**src/rtl/irlp_pkg.sv**
```systemverilog
`default_nettype none
package irlp_pkg;

  typedef enum logic [3:0] {
    PH_PRE_METHOD, PH_METHOD, PH_PRE_TARGET, PH_CATEGORY, PH_ID, PH_SIZE,
    PH_EXT, PH_QUERY, PH_PRE_VERSION, PH_VERSION, PH_POST
  } phase_t;

  localparam logic [12:0] COUNT_MAX = 13'd8191;
  localparam logic [2:0]  CAT_CHAR  = 3'd2;
  localparam logic        REG_MAX_LINE  = 1'b0;
  localparam logic        REG_MAX_QUERY = 1'b1;

  // per-category name length
  function automatic logic [3:0] cat_len(input logic [2:0] i);
    case (i)
      3'd0: cat_len = 4'd8;
      3'd1: cat_len = 4'd11;
      3'd2: cat_len = 4'd9;
      3'd3: cat_len = 4'd13;
      3'd4: cat_len = 4'd6;
      default: cat_len = 4'd0;
    endcase
  endfunction

  // character of a category name at a position, 0 beyond the end
  function automatic logic [7:0] cat_char(input logic [2:0] i, input logic [3:0] p);
    logic [8*13-1:0] s;
    s = '0;
    case (i)
      3'd0: s = {"Alliance", 40'd0};
      3'd1: s = {"Corporation", 16'd0};
      3'd2: s = {"Character", 32'd0};
      3'd3: s = "InventoryType";
      3'd4: s = {"Render", 56'd0};
      default: s = '0;
    endcase
    if (p < 4'd13) cat_char = s[8*(12-p) +: 8];
    else cat_char = 8'd0;
  endfunction

endpackage
`default_nettype wire

```
**src/rtl/image_request_line_parser.sv**
```systemverilog
// image request line parser
// input channel: in_line_byte / in_line_end with in_valid / in_ready, one
// byte per item; in_line_end marks the last byte of a request line
// result channel: out_accepted, out_category_code, out_image_id,
// out_image_size with out_valid / out_ready; one item per line, issued for
// the last byte, all fields zero when the line is rejected
// configuration: cfg_we, cfg_index, cfg_data write the line length limit
// (index 0) and the query length limit (index 1)
// throughput: one byte per cycle while in_ready is high; the byte state is
// updated at the accept edge and the verdict for a last byte is registered
// in the same edge, so a result appears in the cycle after its last byte is
// taken
// stalls: the result register holds while out_ready is low; in_ready is low
// whenever a result waits and out_ready is low, for any byte
// reset: synchronous active low; line state cleared, limits back to 2048
// and 512, no result pending
`default_nettype none
module image_request_line_parser (
  input  wire logic        clk,
  input  wire logic        rst_n,
  input  wire logic        in_valid,
  output logic             in_ready,
  input  wire logic [7:0]  in_line_byte,
  input  wire logic        in_line_end,
  output logic             out_valid,
  input  wire logic        out_ready,
  output logic             out_accepted,
  output logic [2:0]       out_category_code,
  output logic [31:0]      out_image_id,
  output logic [31:0]      out_image_size,
  input  wire logic        cfg_we,
  input  wire logic        cfg_index,
  input  wire logic [11:0] cfg_data
);

  localparam logic [32:0] NUM_OVER = 33'h1_0000_0000;

  logic [11:0] max_line_r, max_query_r;
  irlp_pkg::phase_t ph_r, ph_nxt;
  logic [12:0] line_cnt_r, line_cnt_nxt, query_cnt_r, query_cnt_nxt;
  logic [3:0]  lit_pos_r, lit_pos_nxt;
  logic [4:0]  cand_r, cand_nxt;
  logic        rej_r, rej_nxt;
  logic [32:0] id_r, id_nxt, size_r, size_nxt;
  logic [1:0]  digits_r, digits_nxt;
  logic [2:0]  ext_pos_r, ext_pos_nxt;
  logic [1:0]  ext_m_r, ext_m_nxt;
  logic [2:0]  cat_r, cat_nxt;

  logic        take;
  logic        ws, is_dig;
  logic [7:0]  c;
  logic [32:0] num_in, num_out;
  logic [36:0] num_prod;
  logic        ok;
  logic        fin_path_bad;
  logic        mask_len_ok;
  logic [4:0]  cand_tmp;

  assign in_ready = !out_valid || out_ready;
  assign take = in_valid && in_ready;
  assign c = in_line_byte;
  assign ws = (c == 8'h20) || (c >= 8'h09 && c <= 8'h0D);
  assign is_dig = (c >= "0") && (c <= "9");

  // shared decimal accumulator: only id or size grows in one byte
  assign num_in = (ph_r == irlp_pkg::PH_SIZE) ? size_r : id_r;
  assign num_prod = {4'd0, num_in} * 37'd10 + {29'd0, c - 8'd48};
  assign num_out = (num_in >= NUM_OVER || num_prod > 37'hFFFF_FFFF) ? NUM_OVER
                   : num_prod[32:0];

  // checks made when the path ends
  always_comb begin
    logic [1:0] need;
    need = (cat_r == irlp_pkg::CAT_CHAR) ? 2'b01 : 2'b10;
    fin_path_bad = (digits_r != 2'b11) || (id_r == '0) || id_r[32]
                   || (size_r == '0) || size_r[32]
                   || ((ext_pos_r != 3'd0)
                       && ((ext_pos_r != 3'd3) || ((ext_m_r & need) == 2'b00)));
  end

  // per-byte parser update
  always_comb begin
    logic [3:0] p;
    logic       pre;
    irlp_pkg::phase_t ph;
    p = lit_pos_r;
    ph_nxt = ph_r; lit_pos_nxt = lit_pos_r; cand_nxt = cand_r; rej_nxt = rej_r;
    id_nxt = id_r; size_nxt = size_r; digits_nxt = digits_r;
    ext_pos_nxt = ext_pos_r; ext_m_nxt = ext_m_r; cat_nxt = cat_r;
    query_cnt_nxt = query_cnt_r;
    cand_tmp = cand_r; mask_len_ok = 1'b0;
    line_cnt_nxt = (line_cnt_r < irlp_pkg::COUNT_MAX) ? line_cnt_r + 13'd1 : line_cnt_r;
    // leading whitespace phases fall through into the token with position 0
    pre = 1'b0;
    ph = ph_r;
    if (ph_r == irlp_pkg::PH_PRE_METHOD && !ws) begin
      ph = irlp_pkg::PH_METHOD; p = 4'd0; pre = 1'b1;
    end else if (ph_r == irlp_pkg::PH_PRE_VERSION && !ws) begin
      ph = irlp_pkg::PH_VERSION; p = 4'd0; pre = 1'b1;
    end
    if (pre) begin
      ph_nxt = ph; lit_pos_nxt = 4'd0;
    end
    case (ph)
      irlp_pkg::PH_PRE_METHOD, irlp_pkg::PH_PRE_VERSION: begin
      end
      irlp_pkg::PH_METHOD: begin
        if (ws) begin
          if (p != 4'd3) rej_nxt = 1'b1;
          ph_nxt = irlp_pkg::PH_PRE_TARGET;
        end else begin
          if (p >= 4'd3) rej_nxt = 1'b1;
          else if (c != ((p == 4'd0) ? "G" : (p == 4'd1) ? "E" : "T")) rej_nxt = 1'b1;
          if (p < 4'd15) lit_pos_nxt = p + 4'd1;
        end
      end
      irlp_pkg::PH_PRE_TARGET: begin
        if (!ws) begin
          if (c != "/") rej_nxt = 1'b1;
          ph_nxt = irlp_pkg::PH_CATEGORY;
          lit_pos_nxt = 4'd0;
          cand_nxt = 5'h1F;
        end
      end
      irlp_pkg::PH_CATEGORY: begin
        if (c == "/") begin
          for (int i = 0; i < 5; i++)
            if (irlp_pkg::cat_len(3'(i)) != p) cand_tmp[i] = 1'b0;
          cand_nxt = cand_tmp;
          if (cand_tmp == 5'd0) rej_nxt = 1'b1;
          for (int i = 4; i >= 0; i--)
            if (cand_tmp[i]) cat_nxt = 3'(i);
          mask_len_ok = 1'b1;
          ph_nxt = irlp_pkg::PH_ID;
        end else if (ws || c == "?" || c == "#") begin
          rej_nxt = 1'b1;
          if (ws) ph_nxt = irlp_pkg::PH_PRE_VERSION;
        end else begin
          for (int i = 0; i < 5; i++)
            if (p >= irlp_pkg::cat_len(3'(i)) || irlp_pkg::cat_char(3'(i), p) != c)
              cand_tmp[i] = 1'b0;
          cand_nxt = cand_tmp;
          if (p < 4'd15) lit_pos_nxt = p + 4'd1;
        end
      end
      irlp_pkg::PH_ID: begin
        if (is_dig) begin
          id_nxt = num_out; digits_nxt[0] = 1'b1;
        end else if (c == "_") begin
          ph_nxt = irlp_pkg::PH_SIZE;
        end else begin
          rej_nxt = 1'b1;
          if (ws) ph_nxt = irlp_pkg::PH_PRE_VERSION;
        end
      end
      irlp_pkg::PH_SIZE: begin
        if (is_dig) begin
          size_nxt = num_out; digits_nxt[1] = 1'b1;
        end else if (c == ".") begin
          ph_nxt = irlp_pkg::PH_EXT; ext_pos_nxt = 3'd0; ext_m_nxt = 2'b11;
        end else if (c == "?") begin
          if (fin_path_bad) rej_nxt = 1'b1;
          ph_nxt = irlp_pkg::PH_QUERY;
        end else if (ws) begin
          if (fin_path_bad || query_cnt_r > {1'b0, max_query_r}) rej_nxt = 1'b1;
          ph_nxt = irlp_pkg::PH_PRE_VERSION;
        end else begin
          rej_nxt = 1'b1;
        end
      end
      irlp_pkg::PH_EXT: begin
        if (c == "?") begin
          if (fin_path_bad) rej_nxt = 1'b1;
          ph_nxt = irlp_pkg::PH_QUERY;
        end else if (ws) begin
          if (fin_path_bad || query_cnt_r > {1'b0, max_query_r}) rej_nxt = 1'b1;
          ph_nxt = irlp_pkg::PH_PRE_VERSION;
        end else if (c == "_" || c == "/" || c == "." || c == "#") begin
          rej_nxt = 1'b1;
        end else begin
          if (ext_pos_r >= 3'd3 || c != ((ext_pos_r == 3'd0) ? "j"
              : (ext_pos_r == 3'd1) ? "p" : "g")) ext_m_nxt[0] = 1'b0;
          if (ext_pos_r >= 3'd3 || c != ((ext_pos_r == 3'd0) ? "p"
              : (ext_pos_r == 3'd1) ? "n" : "g")) ext_m_nxt[1] = 1'b0;
          if (ext_pos_r < 3'd7) ext_pos_nxt = ext_pos_r + 3'd1;
        end
      end
      irlp_pkg::PH_QUERY: begin
        if (ws) begin
          if (query_cnt_r > {1'b0, max_query_r}) rej_nxt = 1'b1;
          ph_nxt = irlp_pkg::PH_PRE_VERSION;
        end else begin
          if (c == "#") rej_nxt = 1'b1;
          if (query_cnt_r < irlp_pkg::COUNT_MAX) query_cnt_nxt = query_cnt_r + 13'd1;
        end
      end
      irlp_pkg::PH_VERSION: begin
        if (ws) begin
          if (p != 4'd8) rej_nxt = 1'b1;
          ph_nxt = irlp_pkg::PH_POST;
        end else begin
          case (p)
            4'd0: if (c != "H") rej_nxt = 1'b1;
            4'd1: if (c != "T") rej_nxt = 1'b1;
            4'd2: if (c != "T") rej_nxt = 1'b1;
            4'd3: if (c != "P") rej_nxt = 1'b1;
            4'd4: if (c != "/") rej_nxt = 1'b1;
            4'd5: if (c != "1") rej_nxt = 1'b1;
            4'd6: if (c != ".") rej_nxt = 1'b1;
            4'd7: if (c != "0" && c != "1") rej_nxt = 1'b1;
            default: rej_nxt = 1'b1;
          endcase
          if (p < 4'd15) lit_pos_nxt = p + 4'd1;
        end
      end
      default: begin
        if (!ws) rej_nxt = 1'b1;
      end
    endcase
  end

  // verdict for the last byte
  assign ok = !rej_nxt && (line_cnt_nxt <= {1'b0, max_line_r})
              && (ph_nxt == irlp_pkg::PH_POST
                  || (ph_nxt == irlp_pkg::PH_VERSION && lit_pos_nxt == 4'd8));

  // state, limits and result register
  always_ff @(posedge clk) begin
    if (!rst_n) begin
      max_line_r <= 12'd2048;
      max_query_r <= 12'd512;
      ph_r <= irlp_pkg::PH_PRE_METHOD;
      line_cnt_r <= '0; query_cnt_r <= '0; lit_pos_r <= '0; cand_r <= 5'h1F;
      rej_r <= 1'b0; id_r <= '0; size_r <= '0; digits_r <= '0;
      ext_pos_r <= '0; ext_m_r <= 2'b11; cat_r <= '0;
      out_valid <= 1'b0;
    end else begin
      if (cfg_we) begin
        if (cfg_index == irlp_pkg::REG_MAX_LINE) max_line_r <= cfg_data;
        else max_query_r <= cfg_data;
      end
      if (out_valid && out_ready && !(take && in_line_end)) out_valid <= 1'b0;
      if (take) begin
        if (in_line_end) begin
          ph_r <= irlp_pkg::PH_PRE_METHOD;
          line_cnt_r <= '0; query_cnt_r <= '0; lit_pos_r <= '0; cand_r <= 5'h1F;
          rej_r <= 1'b0; id_r <= '0; size_r <= '0; digits_r <= '0;
          ext_pos_r <= '0; ext_m_r <= 2'b11; cat_r <= '0;
          out_valid <= 1'b1;
          out_accepted <= ok;
          out_category_code <= ok ? cat_nxt : 3'd0;
          out_image_id <= ok ? id_nxt[31:0] : 32'd0;
          out_image_size <= ok ? size_nxt[31:0] : 32'd0;
        end else begin
          ph_r <= ph_nxt; line_cnt_r <= line_cnt_nxt; query_cnt_r <= query_cnt_nxt;
          lit_pos_r <= lit_pos_nxt; cand_r <= cand_nxt; rej_r <= rej_nxt;
          id_r <= id_nxt; size_r <= size_nxt; digits_r <= digits_nxt;
          ext_pos_r <= ext_pos_nxt; ext_m_r <= ext_m_nxt;
          cat_r <= mask_len_ok ? cat_nxt : cat_r;
        end
      end
    end
  end

endmodule
`default_nettype wire

```
**config.mk**
```make
export PLATFORM = sky130hd
export DESIGN_NAME = image_request_line_parser
export DESIGN_NICKNAME = d
export VERILOG_FILES = /design/src/rtl/irlp_pkg.sv /design/src/rtl/image_request_line_parser.sv
export SDC_FILE = /design/constraint.sdc
export NUM_CORES = 1
export LEC_CHECK = 0
export BUFFER_PORTS_ARGS = -buffer_cell sky130_fd_sc_hd__buf_2
export CORE_UTILIZATION = 62
export DETAILED_ROUTE_END_ITERATION = 12
export PLACE_DENSITY_LB_ADDON = 0.3
export SLEW_MARGIN = 25
export SYNTH_ARGS = -nofsm -noshare
export SYNTH_HDL_FRONTEND = slang
export SYNTH_SLANG_ARGS = --single-unit
```
**constraint.sdc**
```tcl
create_clock -name clk -period 17.7 [get_ports clk]
set_input_delay 5.31 -clock clk [delete_from_list [all_inputs] [get_ports clk]]
set_output_delay 5.31 -clock clk [all_outputs]
set_load 0.01 [all_outputs]
```
# Word level (Yosys, flattened, before mapping)
# Cells that the tools add are included.
[op_classes]
addsub = 7
n_mul = 1
magnitude_cmp = 20
n_eq_ne = 69
shifts = 5
n_mux = 204
n_bitwise = 2
n_reduce_logical = 75
[ops]
columns = ["cell", "count"]
rows = [
  ["two-way mux 104 bit", 15],
  ["variable part select 104 x 33 -> 8 bit", 5],
  ["two-way mux 33 bit", 8],
  ["two-way mux 4 bit", 50],
  ["two-way mux 8 bit", 20],
  ["two-way mux 13 bit", 6],
  ["zero test 33 bit", 2],
  ["two-way mux 1 bit", 65],
  ["two-way mux 3 bit", 16],
  ["two-way mux 5 bit", 9],
  ["equality test 8 x 6 -> 1 bit, second input constant", 5],
  ["!= test 8 bit", 5],
  ["adder 37 x 8 -> 37 bit", 1],
  ["greater-than comparator 37 x 32 -> 1 bit, second input constant", 1],
  ["equality test 4 x 3 -> 1 bit, second input constant", 9],
  ["multiplier 33 x 3 -> 36 bit, second input constant", 1],
  ["greater-or-equal comparator 33 bit, second input constant", 1],
  ["!= test 8 x 6 -> 1 bit, second input constant", 4],
  ["one-hot mux 4 bit (8 select lines)", 1],
  ["!= test 4 bit, second input constant", 7],
  ["!= test 3 bit, second input constant", 9],
  ["adder 13 x 1 -> 13 bit, second input constant", 2],
  ["< comparator 13 bit, second input constant", 2],
  ["AND reduction 5 bit", 5],
  ["50 further kinds", 134],
]
[totals]
reg_bits = 209
inputBits = 27
output_inout_bits = 70
elab_cells = 410

# Longest topological paths before layout
[logic_depth]
ltp_word = 22
ltp_mapped = 25

# Least setup slack after synthesis
# Ideal clock, no wire load.
[synth_path]
path_kind = "input-to-output"
from = "input out_ready"
to = "output in_ready"
arrival_time_ns = 5.498
slack_ns = 6.892
stages = 1
n_path_buf = 0
path_cell_list = "nand2b_1"
[synth_between]
elab_chain_cells = 1
[synth_lines]
columns = ["item", "line_no", "source"]
rows = [
  ["start, declared", "image_request_line_parser.sv:26", "input wire logic out_ready,"],
  ["logical OR 1 bit", "image_request_line_parser.sv:60", "assign in_ready = !out_valid || out_ready;"],
  ["end, declared", "image_request_line_parser.sv:22", "output logic in_ready,"],
]
# No other way between the ends.

# Worst setup path after layout
# Ends and elaborated chain as after synthesis.

==> key figures <==
Timing
  – RSZ-0062 raised after global routing: no
  – Setup skew after layout: 0.02297 ns
  – Worst relative slew slack: 33.88%
  – Portion of the clock cycle consumed by the worst path in the final layout: 62.32%
  – Least-Margin Pin Slew: 0.9905 ns
  – Minimum clock period after layout: 11.03 ns
  – Maximum clock rate: 0.09065 GHz
  – Final max-slew violation count: 0
  – Sum of negative setup slack: 0 ns
  – Number of failing hold endpoints at the final stage: 0
  – Final setup violation count: 0

Power and ir drop
  – Internal cell power: 0.8123 mW
  – PwrDens: 63.00 nW/µm²
  – Fraction of power consumed by sequential logic: 47.2%
  – Power share of the clock group: 45.3%
  – Leakage power summed over all cells: 6.423 nW
  – Combinational power share: 7.5%
  – IR Drop Worst-Case VDD: 0.08749 mV
  – Net switching component of the power: 0.2619 mW
  – Switching Share: 24.38%

Die
  – Total I/O pin count: 97
  – Area of the core: 25180 µm²
  – Standard-cell row count: 58
  – Total Die Area: 26280 µm²
  – Vertical die dimension: 162.1 µm
  – Die W: 162.1 µm
  – Starting density of the core: 63.12%

Final layout
  – Relative area change from synthesis to final layout: 7.274%
  – Count of inserted antenna diode cells: 0
  – Share of post-route cells with drive strength above 1: 9.003%
  – Final net count: 2163
  – Number of fill cells: 2161
  – Final core area utilization: 67.71%

Route
  – Number of detailed-routing iterations run before antenna repair: 7
  – Vias after detailed routing: 15500
  – Average detailed-routed wire length per instance: 18.78 µm
  – Number of DRC markers after the initial detailed-route iteration: 1671
  – Vias per Instance: 6.470
  – Remaining design rule violation count: 0
  – Total length of routed wires: 45010 µm
  – DRT antenna net count: 0

Yosys
  – Synthesized instance count: 2066
  – FF+latch count, synth: 209
  – Most instantiated flip-flop cell in the synthesis netlist: sky130_fd_sc_hd__dfxtp_1
  – Net Count, Synth: 2179
  – Xor/xnor share of the synthesized area: 7.431%
  – Synth async-reset ratio: 0%
  – Combinational family with the most area after synthesis: simple AND/OR/NAND/NOR gates
  – Mux share of post-synthesis cell area: 1.354%
  – Mapped Area: 15890 µm²
  – Simple-gate share of the synthesized area: 27.22%
  – Number of enable-type register cells in the synthesized netlist: 68
  – Sequential cell area fraction in the yosys report: 30.61%
  – Warnings, synthesis: 0
  – Synth Area in Compound Gates: 21.11%
  – Avg Cell Area, Syn: 7.693 µm²
  – Synthesized-area fraction occupied by adder cells: 6.865%
  – Synth cell types: 96

Global routing
  – Antenna violations before repair: 0
  – Overall global routing resource usage: 33.54%
  – Via count of the first global-routing pass: 14240
  – First-pass GRT wire length: 72060 µm
  – Pin count of the biggest net entering global routing: 76
  – Total congestion overflow after global routing: 0

Hold path
  – Worst hold-check path type: register to register
  – Worst hold path depth: 2
  – Sink of the worst hold path: max_line_r[6]
  – Launch point of the worst hold path: max_line_r[6]

CTS
  – Clock tree from TritonCTS: done
  – Worst-Skew Late Latency: 0.53 ns
  – Library cell used as clock root buffer: sky130_fd_sc_hd__clkbuf_16
  – Maximum level of the CTS H-tree: 1
  – Clock transition at the registers of the reported paths: 0.06 ns
  – Buffer depth of the longest clock path: 3
  – TritonCTS Buffers: 22
  – Hold-fix buffers, CTS: 0
  – Cts repair resizes: 0
  – Post-CTS repair timing setup buffer count: 0
  – Total number of clock tree sinks: 209

Critical path
  – CP required: 12.39 ns
  – Reg2Reg Capture Point: size_r[5]
  – Worst-path maximum fanout: 4
  – Worst Setup End Kind: primary output
  – Internal reg-to-reg setup slack: 10.45 ns
  – Crit start category: input port
  – Arrival time at the worst endpoint: 5.72 ns
  – Critical R2R Launch: ph_r[0]
  – Worst Reg-to-Reg Cells: 21
  – Startpoint-to-endpoint class of the critical path: input port to primary output

Outcome
  – Status: completed

Placed design
  – Estimated wirelength of the detail-placed design: 32490 µm
  – Number of buffer cells added on primary ports: 96
  – Final weighted congestion in routability-driven placement: 0.9991

Job
  – Max cap viols: 0
worst max path at each step:
stage / from / end / slack, ns / cells past startpoint
after floorplan: out_ready / in_ready / 6.89 / 1
after global placement: in_line_byte[4] / out_category_code[0] / 6.42 / 21
after CTS: in_line_byte[4] / out_category_code[0] / 6.64 / 21
final: out_ready / in_ready / 6.67 / 3
after global routing: in_line_byte[4] / out_image_id[1] / 6.41 / 22
after detailed placement: in_line_byte[4] / out_category_code[0] / 6.09 / 21
power by group through the flow:
stage          combinational (mW)  sequential (mW)  clock, mW
5_1_grt                    0.0885            0.507      0.506
4_1_cts                    0.0799            0.507      0.489
6_report                   0.0809            0.507      0.487
3_5_place_dp               0.0792            0.517          0
3_3_place_gp               0.0776            0.517          0
2_1_floorplan              0.0536            0.518          0
cell usage after synthesis, types with 10 or more instances:
master	instances	share of area [%]
sky130_fd_sc_hd__a22oi_1	19	0.90
sky130_fd_sc_hd__nand2_1	315	7.4
sky130_fd_sc_hd__a31oi_1	27	1.1
sky130_fd_sc_hd__or3_1	12	0.47
sky130_fd_sc_hd__o211ai_1	17	0.80
sky130_fd_sc_hd__dfxtp_1	141	18
sky130_fd_sc_hd__a21oi_1	110	3.5
sky130_fd_sc_hd__nand3_1	96	3.0
sky130_fd_sc_hd__xnor2_1	67	3.7
sky130_fd_sc_hd__buf_2	24	0.76
sky130_fd_sc_hd__and2_1	88	3.5
sky130_fd_sc_hd__inv_1	61	1.4
sky130_fd_sc_hd__clkbuf_2	15	0.47
sky130_fd_sc_hd__nor2b_1	39	1.5
sky130_fd_sc_hd__a21boi_0	30	1.4
sky130_fd_sc_hd__nor2_1	133	3.1
sky130_fd_sc_hd__mux2i_1	17	1.1
sky130_fd_sc_hd__ha_1	84	6.6
sky130_fd_sc_hd__a211oi_1	10	0.47
sky130_fd_sc_hd__buf_1	21	0.50
sky130_fd_sc_hd__o31ai_1	11	0.52
sky130_fd_sc_hd__edfxtp_1	68	13
sky130_fd_sc_hd__o22ai_1	22	0.87
sky130_fd_sc_hd__xor2_1	66	3.6
sky130_fd_sc_hd__o21a_1	19	0.90
sky130_fd_sc_hd__o21ai_0	110	3.5
sky130_fd_sc_hd__clkbuf_1	89	2.1
sky130_fd_sc_hd__a21o_1	11	0.52
sky130_fd_sc_hd__nand4_1	26	1.0
sky130_fd_sc_hd__and3_1	19	0.75
sky130_fd_sc_hd__nor3_1	41	1.3
sky130_fd_sc_hd__nand2b_1	20	0.79
sky130_fd_sc_hd__o21ai_1	53	1.7
sky130_fd_sc_hd__nor4_1	33	1.3
critical path, cell delays in order:
cell                       delay (ns)
sky130_fd_sc_hd__buf_2           0.09
sky130_fd_sc_hd__nand2b_1        0.17
sky130_fd_sc_hd__buf_2           0.15
sequential cells by signal, indices dropped and copies added, names as in the netlist, 2 cells and up:
signal / flops
max_line_r: 12
cand_r: 5
digits_r: 2
ext_pos_r: 3
line_cnt_r: 13
cat_r: 3
max_query_r: 12
lit_pos_r: 4
out_category_code: 3
out_image_size: 32
query_cnt_r: 13
out_image_id: 32
ph_r: 4
ext_m_r: 2
id_r: 33
size_r: 33
cell families after synthesis:
group                    count (synthesis)
adder cells (fa/ha/maj)                 86
AND/OR/NAND/NOR                        879
multiplexers                            21
buffers and inverters                  214
XOR/XNOR                               134
flip-flops                             209
AO/OA/AOI/OAI                          523
per-stage QoR:
step	std cells	setup WS, ns	cell area (µm²)	hold WS, ns	total power, mW
5_1_grt	2396	6.408	17050	0.4930	1.102
6_report	2396	6.669	17050	0.4647	1.074
4_1_cts	2395	6.645	17030	0.4668	1.075
2_1_floorplan	2066	6.892	15890	0.4362	0.5717
3_3_place_gp	2354	6.423	16270	0.4494	0.5944
3_5_place_dp	2355	6.091	16280	0.4567	0.5963
routing by layer:
layer / track usage (%) / vias to the layer above / share of wire [%]
met5: 0 / - / 0
met4: 13.55 / 0 / 3.9
met3: 4.111 / 142 / 8.4
met2: 57.06 / 798 / 47
met1: 43.04 / 7238 / 41
li1: - / 7323 / -
placed cells by master (no fill, tap or decap), drive strengths merged, types with 17 or more instances in the layout:
| cell type | Yosys | final |
|---|---|---|
| o211ai | 18 | 18 |
| buf | 46 | 110 |
| a21boi | 31 | 31 |
| inv | 62 | 63 |
| o21a | 19 | 19 |
| nor3 | 43 | 43 |
| dfxtp | 141 | 141 |
| o21ai | 163 | 163 |
| xor2 | 67 | 67 |
| xnor2 | 67 | 67 |
| nand2b | 20 | 20 |
| nand3 | 96 | 96 |
| edfxtp | 68 | 68 |
| and3 | 20 | 20 |
| a21oi | 111 | 111 |
| nand4 | 26 | 26 |
| a22oi | 19 | 19 |
| nor4 | 34 | 34 |
| nor2 | 134 | 134 |
| a31oi | 27 | 27 |
| mux2i | 17 | 17 |
| clkbuf | 104 | 27 |
| nand2 | 315 | 315 |
| o22ai | 22 | 22 |
| and2 | 88 | 88 |
| nor2b | 39 | 39 |
| ha | 84 | 84 |
cell type report:
class	instances	area [µm²]	area share (%)
Clock buffer	27	589.3	3.456
Clock inverter	13	163.9	0.9613
Inverter	64	240.2	1.409
Multi-Input combinational cell	1643	10180	59.71
Sequential cell	209	4865	28.53
Tap cell	330	412.9	2.422
Timing Repair Buffer	110	598.1	3.508
Power figures use the tool's default switching activity.
